### src/design/fccm_pkg.sv
// Types and constants of the FAT16 cluster chain manager.
// No dependencies; used by the controller, the top level and the testbench.
package fccm_pkg;

  typedef enum logic [1:0] {
    ACT_WRITE = 2'd0,
    ACT_READ  = 2'd1,
    ACT_ALLOC = 2'd2,
    ACT_FREE  = 2'd3
  } action_e;

  typedef enum logic [2:0] {
    ST_CLEAR,
    ST_IDLE,
    ST_READ,
    ST_ALLOC_SCAN,
    ST_ALLOC_LINK,
    ST_FREE_STEP,
    ST_POST
  } state_e;

  typedef struct packed {
    logic        ok;
    logic [15:0] value;
  } res_t;

  localparam logic [15:0] END_MARK_MIN     = 16'hFFF8;
  localparam logic [15:0] END_MARK         = 16'hFFFF;
  localparam int          FIRST_DATA_ENTRY = 2;
  localparam logic [11:0] CC_RESET         = 12'd4094;

endpackage

### src/design/fccm_ctrl.sv
// Sequencer of the cluster chain manager: clearing pass, table actions,
// allocation scan and chain walk. Uses fccm_pkg; drives one fccm_ram.
module fccm_ctrl import fccm_pkg::*; #(
  parameter int TABLE_DEPTH = 4096,
  localparam int AW         = $clog2(TABLE_DEPTH)
) (
  input  logic          clk_i,
  input  logic          rst_ni,
  input  logic [11:0]   cluster_count_i,
  input  logic          in_valid_i,
  output logic          in_ready_o,
  input  logic [1:0]    action_i,
  input  logic [11:0]   cluster_i,
  input  logic [11:0]   previous_cluster_i,
  input  logic [15:0]   entry_value_i,
  output logic          res_valid_o,
  input  logic          res_ready_i,
  output res_t          res_o,
  output logic          ram_we_o,
  output logic [AW-1:0] ram_waddr_o,
  output logic [15:0]   ram_wdata_o,
  output logic [AW-1:0] ram_raddr_o,
  input  logic [15:0]   ram_rdata_i
);

  localparam logic [AW-1:0] LAST_ADDR = AW'(TABLE_DEPTH - 1);

  state_e        state_q, state_d;
  logic [AW-1:0] addr_q, addr_d;
  logic [AW-1:0] steps_q, steps_d;
  logic [AW-1:0] prev_q, prev_d;
  logic          res_ok_q, res_ok_d;
  logic [15:0]   res_val_q, res_val_d;
  logic          fwd_hit_q, fwd_hit_d;
  logic [15:0]   fwd_data_q;

  logic [15:0]   rd_val;
  logic          cl_in, prev_in, next_in, scan_last;
  logic [AW-1:0] cl_addr;

  // A read issued in the same cycle as a write to that entry sees the new data.
  assign rd_val    = fwd_hit_q ? fwd_data_q : ram_rdata_i;
  assign cl_in     = 32'(cluster_i) < TABLE_DEPTH;
  assign prev_in   = 32'(previous_cluster_i) < TABLE_DEPTH;
  assign next_in   = 32'(rd_val) < TABLE_DEPTH;
  assign cl_addr   = AW'(cluster_i);
  assign scan_last = (32'(addr_q) >= 32'(cluster_count_i) + 32'd1) || (addr_q == LAST_ADDR);

  always_comb begin
    state_d     = state_q;
    addr_d      = addr_q;
    steps_d     = steps_q;
    prev_d      = prev_q;
    res_ok_d    = res_ok_q;
    res_val_d   = res_val_q;
    ram_we_o    = 1'b0;
    ram_waddr_o = addr_q;
    ram_wdata_o = '0;
    ram_raddr_o = addr_q;
    in_ready_o  = 1'b0;
    res_valid_o = 1'b0;

    unique case (state_q)
      ST_CLEAR: begin
        ram_we_o = 1'b1;
        if (addr_q == LAST_ADDR) begin
          addr_d  = '0;
          state_d = ST_IDLE;
        end else begin
          addr_d = addr_q + 1'b1;
        end
      end

      ST_IDLE: begin
        in_ready_o = 1'b1;
        if (in_valid_i) begin
          res_val_d = '0;
          unique case (action_e'(action_i))
            ACT_WRITE: begin
              ram_we_o    = cl_in;
              ram_waddr_o = cl_addr;
              ram_wdata_o = entry_value_i;
              res_ok_d    = cl_in;
              state_d     = ST_POST;
            end
            ACT_READ: begin
              ram_raddr_o = cl_addr;
              res_ok_d    = 1'b0;
              state_d     = cl_in ? ST_READ : ST_POST;
            end
            ACT_ALLOC: begin
              prev_d = AW'(previous_cluster_i);
              if (((previous_cluster_i != '0) && !prev_in) || (cluster_count_i == '0)) begin
                res_ok_d = 1'b0;
                state_d  = ST_POST;
              end else begin
                ram_raddr_o = AW'(FIRST_DATA_ENTRY);
                addr_d      = AW'(FIRST_DATA_ENTRY);
                state_d     = ST_ALLOC_SCAN;
              end
            end
            ACT_FREE: begin
              if (cluster_i == '0) begin
                res_ok_d = 1'b1;
                state_d  = ST_POST;
              end else if (!cl_in) begin
                res_ok_d = 1'b0;
                state_d  = ST_POST;
              end else begin
                ram_raddr_o = cl_addr;
                addr_d      = cl_addr;
                steps_d     = '0;
                state_d     = ST_FREE_STEP;
              end
            end
            default: state_d = ST_POST;
          endcase
        end
      end

      ST_READ: begin
        res_ok_d  = 1'b1;
        res_val_d = rd_val;
        state_d   = ST_POST;
      end

      ST_ALLOC_SCAN: begin
        if (rd_val == '0) begin
          ram_we_o    = 1'b1;
          ram_wdata_o = END_MARK;
          res_ok_d    = 1'b1;
          res_val_d   = 16'(addr_q);
          state_d     = (prev_q != '0) ? ST_ALLOC_LINK : ST_POST;
        end else if (scan_last) begin
          res_ok_d = 1'b0;
          state_d  = ST_POST;
        end else begin
          addr_d      = addr_q + 1'b1;
          ram_raddr_o = addr_q + 1'b1;
        end
      end

      ST_ALLOC_LINK: begin
        // Link after the end mark, so a self link replaces it.
        ram_we_o    = 1'b1;
        ram_waddr_o = prev_q;
        ram_wdata_o = 16'(addr_q);
        state_d     = ST_POST;
      end

      ST_FREE_STEP: begin
        ram_we_o = 1'b1;
        if (rd_val >= END_MARK_MIN) begin
          res_ok_d = 1'b1;
          state_d  = ST_POST;
        end else if (!next_in || (steps_q == LAST_ADDR)) begin
          res_ok_d = 1'b0;
          state_d  = ST_POST;
        end else begin
          addr_d      = AW'(rd_val);
          ram_raddr_o = AW'(rd_val);
          steps_d     = steps_q + 1'b1;
        end
      end

      ST_POST: begin
        res_valid_o = 1'b1;
        if (res_ready_i) begin
          state_d = ST_IDLE;
        end
      end

      default: state_d = ST_IDLE;
    endcase
  end

  assign fwd_hit_d = ram_we_o && (ram_waddr_o == ram_raddr_o);
  assign res_o     = '{ok: res_ok_q, value: res_val_q};

  always_ff @(posedge clk_i or negedge rst_ni) begin
    if (!rst_ni) begin
      state_q   <= ST_CLEAR;
      addr_q    <= '0;
      fwd_hit_q <= 1'b0;
    end else begin
      state_q   <= state_d;
      addr_q    <= addr_d;
      fwd_hit_q <= fwd_hit_d;
    end
  end

  always_ff @(posedge clk_i) begin
    steps_q    <= steps_d;
    prev_q     <= prev_d;
    res_ok_q   <= res_ok_d;
    res_val_q  <= res_val_d;
    fwd_data_q <= ram_wdata_o;
  end

endmodule

### config.mk
export PLATFORM = sky130hd
export DESIGN_NAME = fccm_ctrl
export DESIGN_NICKNAME = d
export VERILOG_FILES = /design/src/design/fccm_pkg.sv /design/src/design/fccm_ctrl.sv
export SDC_FILE = /design/constraint.sdc
export NUM_CORES = 1
export LEC_CHECK = 0
export BUFFER_PORTS_ARGS = -buffer_cell sky130_fd_sc_hd__buf_2
export CORE_MARGIN = 5
export CORE_UTILIZATION = 33
export DETAILED_ROUTE_END_ITERATION = 8
export PLACE_DENSITY = 0.65
export SYNTH_ARGS = -nofsm -noshare
export SYNTH_HDL_FRONTEND = slang
export SYNTH_SLANG_ARGS = --single-unit
### constraint.sdc
create_clock -name clk_i -period 4.8 [get_ports clk_i]
set_input_delay 0.72 -clock clk_i [delete_from_list [all_inputs] [get_ports clk_i]]
set_output_delay 0.72 -clock clk_i [all_outputs]
set_load 0.05 [all_outputs]
==> out/summary.md <==
The flow ran to the end, and the final reports show no timing, DRC or antenna violations. The tools report the instance count of the mapped netlist as 727. Timing would allow up to 218 MHz. The total overflow left after global routing is 0.

The HPWL after detailed placement is 19600 um. The run gives 6537 as the via count of the first global-routing pass. Entering global routing, the biggest net connects 23 pins. In the global route stage, overall resource usage came out at 23.3%. The final layout contains 933 nets. TritonCTS built the clock tree. For the pin with the worst max-slew slack, the measured transition is 0.908 ns.

Power spread over the standard cell area amounts to 635 nW/um^2. The logs give 3.87 ns for the endpoint arrival time on the critical path and 33.7% for the initial standard-cell utilization of the core. The run gives 0 as the post-cts repair resize count. The number of setup buffers added after CTS is 0. The launching point of the worst reg2reg path was fwd_hit_q. The detailed router finished its first iteration with 1044 violations. Grouping stages by cell kind, the critical path spends the most delay in simple AND/OR/NAND/NOR gates. The number of antenna violations at the first check in global routing was 0. The floorplan step defined a core boundary enclosing 18000 um^2.

In this run the tightest slew margin relative to its limit is 39.5%. In this run the critical register-to-register path is captured at fwd_hit_q. In the routed design, unresolved DRC markers number 0.

The total negative setup slack is 0 ns, and the number of hold-slack violations in the final timing report is 0. The number of buffers inserted by port buffering came out at 133. The number of antenna diodes in the final layout is 0. The delay of the slowest cell on the worst path came out at 0.37 ns. The total nets after synthesis was 821; the share of the synthesized area in the top cell type was 20.3%.

The number of clock buffers added by TritonCTS is 9. In this run, synthesis produced a sequential element count of 73. The multi-input combinational cells in the finished layout cover a total of 3810 um^2.

Hold buffer count at cts: 0. The critical path goes through buf_2 > ha_1 > nand4_1 > nor2_1 > and3_1 > xnor2_1 > ha_1 > a21o_1 > a21oi_1 > nor2_1 > nor3_2 > and2_4 > nand2_1 > o31a_1 > nand3_1 > buf_2. The floorplan step defined a die boundary enclosing 21200 um^2.

The required time of the critical path is 4.08 ns, and the ratio of routed vias to standard cells is 6.33. The netlist uses 86 different library cells. The horizontal die dimension is 146 um, and the mean instance size in the synthesized netlist is 8.36 um^2. Summed over all layers, the routed wires come to 25300 um.

Ranked by total cell area, the synthesized netlist is headed by sky130_fd_sc_hd__edfxtp_1, sky130_fd_sc_hd__dfrtp_1, sky130_fd_sc_hd__dfxtp_1. The synthesized design spends more area on one cell type than any other, namely sky130_fd_sc_hd__edfxtp_1. In the final layout, the share of cells above drive strength 1 is 23.5%.

The run gives 0.00678 ns as the worst setup skew after layout. For the utilization of the core after routing, the log shows 40.1%. The depth of the most critical reg-to-reg path is 9. The buffer type at the clock tree root was sky130_fd_sc_hd__clkbuf_16. Hold timing on the final database bottoms out at a slack of 0.331 ns. The tools report the launch point of the critical path as cluster_count_i[0].

The most critical setup path has its endpoint at ram_raddr_o[10]. The H-tree was split into 3 levels. The cell with the largest stage delay on the worst path was sky130_fd_sc_hd__and2_4.

The post-synthesis to final-layout area growth was 19.1%; the number of clock sinks was 73. Of the available clock period, the critical path in the final layout requires 95.6%. After synthesis, flip-flops and latches occupy 32.1% of the total area. Across the VDD grid, the largest voltage drop is 0.413 mV. The CTS clock-pin slew for the worst setup and hold paths is 0.06 ns, and the count of fill cells added during filler insertion is 1850. The tools report the count of vias placed by the detailed router as 6790. The path class of the tightest hold or removal check is primary input to async pin. STA classifies the critical path endpoint as an output port. The critical path depth is 16.

The per-cell routed wire length is 23.5 um. The clock latency on the worst-skew pair was 0.35 ns; the final setup violation count was 0. In this run the deepest clock path goes through 2 buffers.

Along the worst path, the maximum fanout reaches 16. For this run, the detailed router's first-pass iteration total came to 6. During synthesis, Yosys emitted a total of 0 warnings. For the register area, the log shows 1950 um^2. Setup repair after global routing left no endpoint under its margin. The design draws 4.59 mW. From bottom edge to top edge, the die measures 146 um. The combined buffer and inverter count along the critical path was 2; the worst-case register-to-register setup slack was 0.80 ns. In this run, synthesis inferred 41 flip-flops with an integrated enable. Of all flip-flops after synthesis, the portion carrying an async set or reset was 21.9%. The tools report the global-route wire length before repair as 39100 um. Final number of max-transition violations: 0. For the finished layout, the period the worst path requires is 4.59 ns. The logs give 0 for the number of max-cap violations and 6070 um^2 for the mapped cell area. The run gives 49 as the number of core rows. The most instantiated library cell after synthesis is sky130_fd_sc_hd__nand2_1. Routability-driven placement finished with a final weighted congestion of 1.03. The worst setup path is of the primary input to output port kind.

After synthesis, the most frequently instantiated cells are sky130_fd_sc_hd__nand2_1, sky130_fd_sc_hd__nor2_1, sky130_fd_sc_hd__a21oi_1, sky130_fd_sc_hd__edfxtp_1, sky130_fd_sc_hd__o21ai_0. In this run the remaining antenna-violating nets after routing total 0. The worst setup path is launched from a primary input. Summed over all cells, the static leakage comes to 2.93 nW. The predominant post-synthesis flop cell was sky130_fd_sc_hd__edfxtp_1. For this design the top-level I/O count stands at 134.
-- power breakdown --
part           switching (mW)  internal, mW
logic                    2.08         0.818
registers               0.245         0.822
clock network           0.279         0.349
-- kinds of logic (layout without fill, tap and decap cells) --
logic type | Yosys count | in the layout | share of synthesized area (%)
AO/OA/AOI/OAI | 231 | 231 | 27.3
XOR/XNOR | 19 | 19 | 2.74
multiplexers | 16 | 16 | 2.80
flip-flops | 73 | 73 | 32.1
adder cells (fa/ha/maj) | 20 | 20 | 4.12
AND/OR/NAND/NOR | 290 | 290 | 25.6
buffers and inverters | 78 | 195 | 5.33
-- layout by cell type (no fill, tap or decap), types with 10 or more instances in the layout --
master                     Yosys  final
sky130_fd_sc_hd__mux2i_1      10     10
sky130_fd_sc_hd__nor4_1       17     17
sky130_fd_sc_hd__a22oi_1      20     20
sky130_fd_sc_hd__and2_1       10     10
sky130_fd_sc_hd__nor2_1       56     56
sky130_fd_sc_hd__nand3_1      27     27
sky130_fd_sc_hd__dfxtp_1      16     16
sky130_fd_sc_hd__a21oi_1      44     44
sky130_fd_sc_hd__nand4_1      20     20
sky130_fd_sc_hd__inv_1        22     22
sky130_fd_sc_hd__xnor2_1      10     10
sky130_fd_sc_hd__o21ai_0      41     40
sky130_fd_sc_hd__buf_2         9    133
sky130_fd_sc_hd__nor3_1       20     20
sky130_fd_sc_hd__edfxtp_1     41     41
sky130_fd_sc_hd__dfrtp_1      16     16
sky130_fd_sc_hd__a221o_1      13     13
sky130_fd_sc_hd__a22o_1       13     13
sky130_fd_sc_hd__nand2_1      68     68
sky130_fd_sc_hd__a31oi_1      14     14
sky130_fd_sc_hd__ha_1         20     20
sky130_fd_sc_hd__buf_4         1     23
-- per-layer routing --
metal	up-vias	GRT usage [%]	share of wire, %
met5	-	0	0
met4	0	8.86	3.6
met3	79	6.60	13
met2	521	33.9	42
met1	3159	32.6	42
li1	3031	-	-
-- registers in the layout, summed over array words and instances (netlist names) --
register	cells
steps_q	12
addr_q	12
res_val_q	16
fwd_hit_q	1
prev_q	12
fwd_data_q	16
res_ok_q	1
state_q	3
-- worst min-delay path by stage --
stage	to	startpoint	depth (start not counted)	slack, ns
2_1_floorplan	addr_q[0]	rst_ni	0	0.42
3_3_place_gp	steps_q[11]	steps_q[11]	2	0.60
3_5_place_dp	steps_q[11]	steps_q[11]	2	0.61
4_1_cts	addr_q[2]	rst_ni	1	0.33
5_1_grt	addr_q[3]	rst_ni	1	0.34
6_report	addr_q[2]	rst_ni	1	0.33
-- stage by stage --
stage	area [um^2]	setup WS [ns]	std cells
after floorplan	6080	0.201	727
after global placement	6970	0.347	1057
after detailed placement	6970	0.268	1057
after CTS	7240	0.280	1073
after global routing	7240	0.0145	1073
final	7240	0.212	1073
-- cell type report --
| class | count | share of cell area (%) |
|---|---|---|
| clock inverters | 5 | 0.432 |
| multi-input cells | 576 | 52.6 |
| well taps | 229 | 3.96 |
| inverters | 23 | 1.19 |
| repair buffers | 156 | 11.6 |
| flip-flops and latches | 73 | 27.0 |
| clock buffers | 11 | 3.22 |
-- worst register-to-register path, delay by kind of cell, from the launching register on --
kind            cells  cell delay [ns]
compound gates      3             0.94
flops               1             0.82
simple gates        5             1.56
mux                 1             0.57
Power figures use the tool's default switching activity.
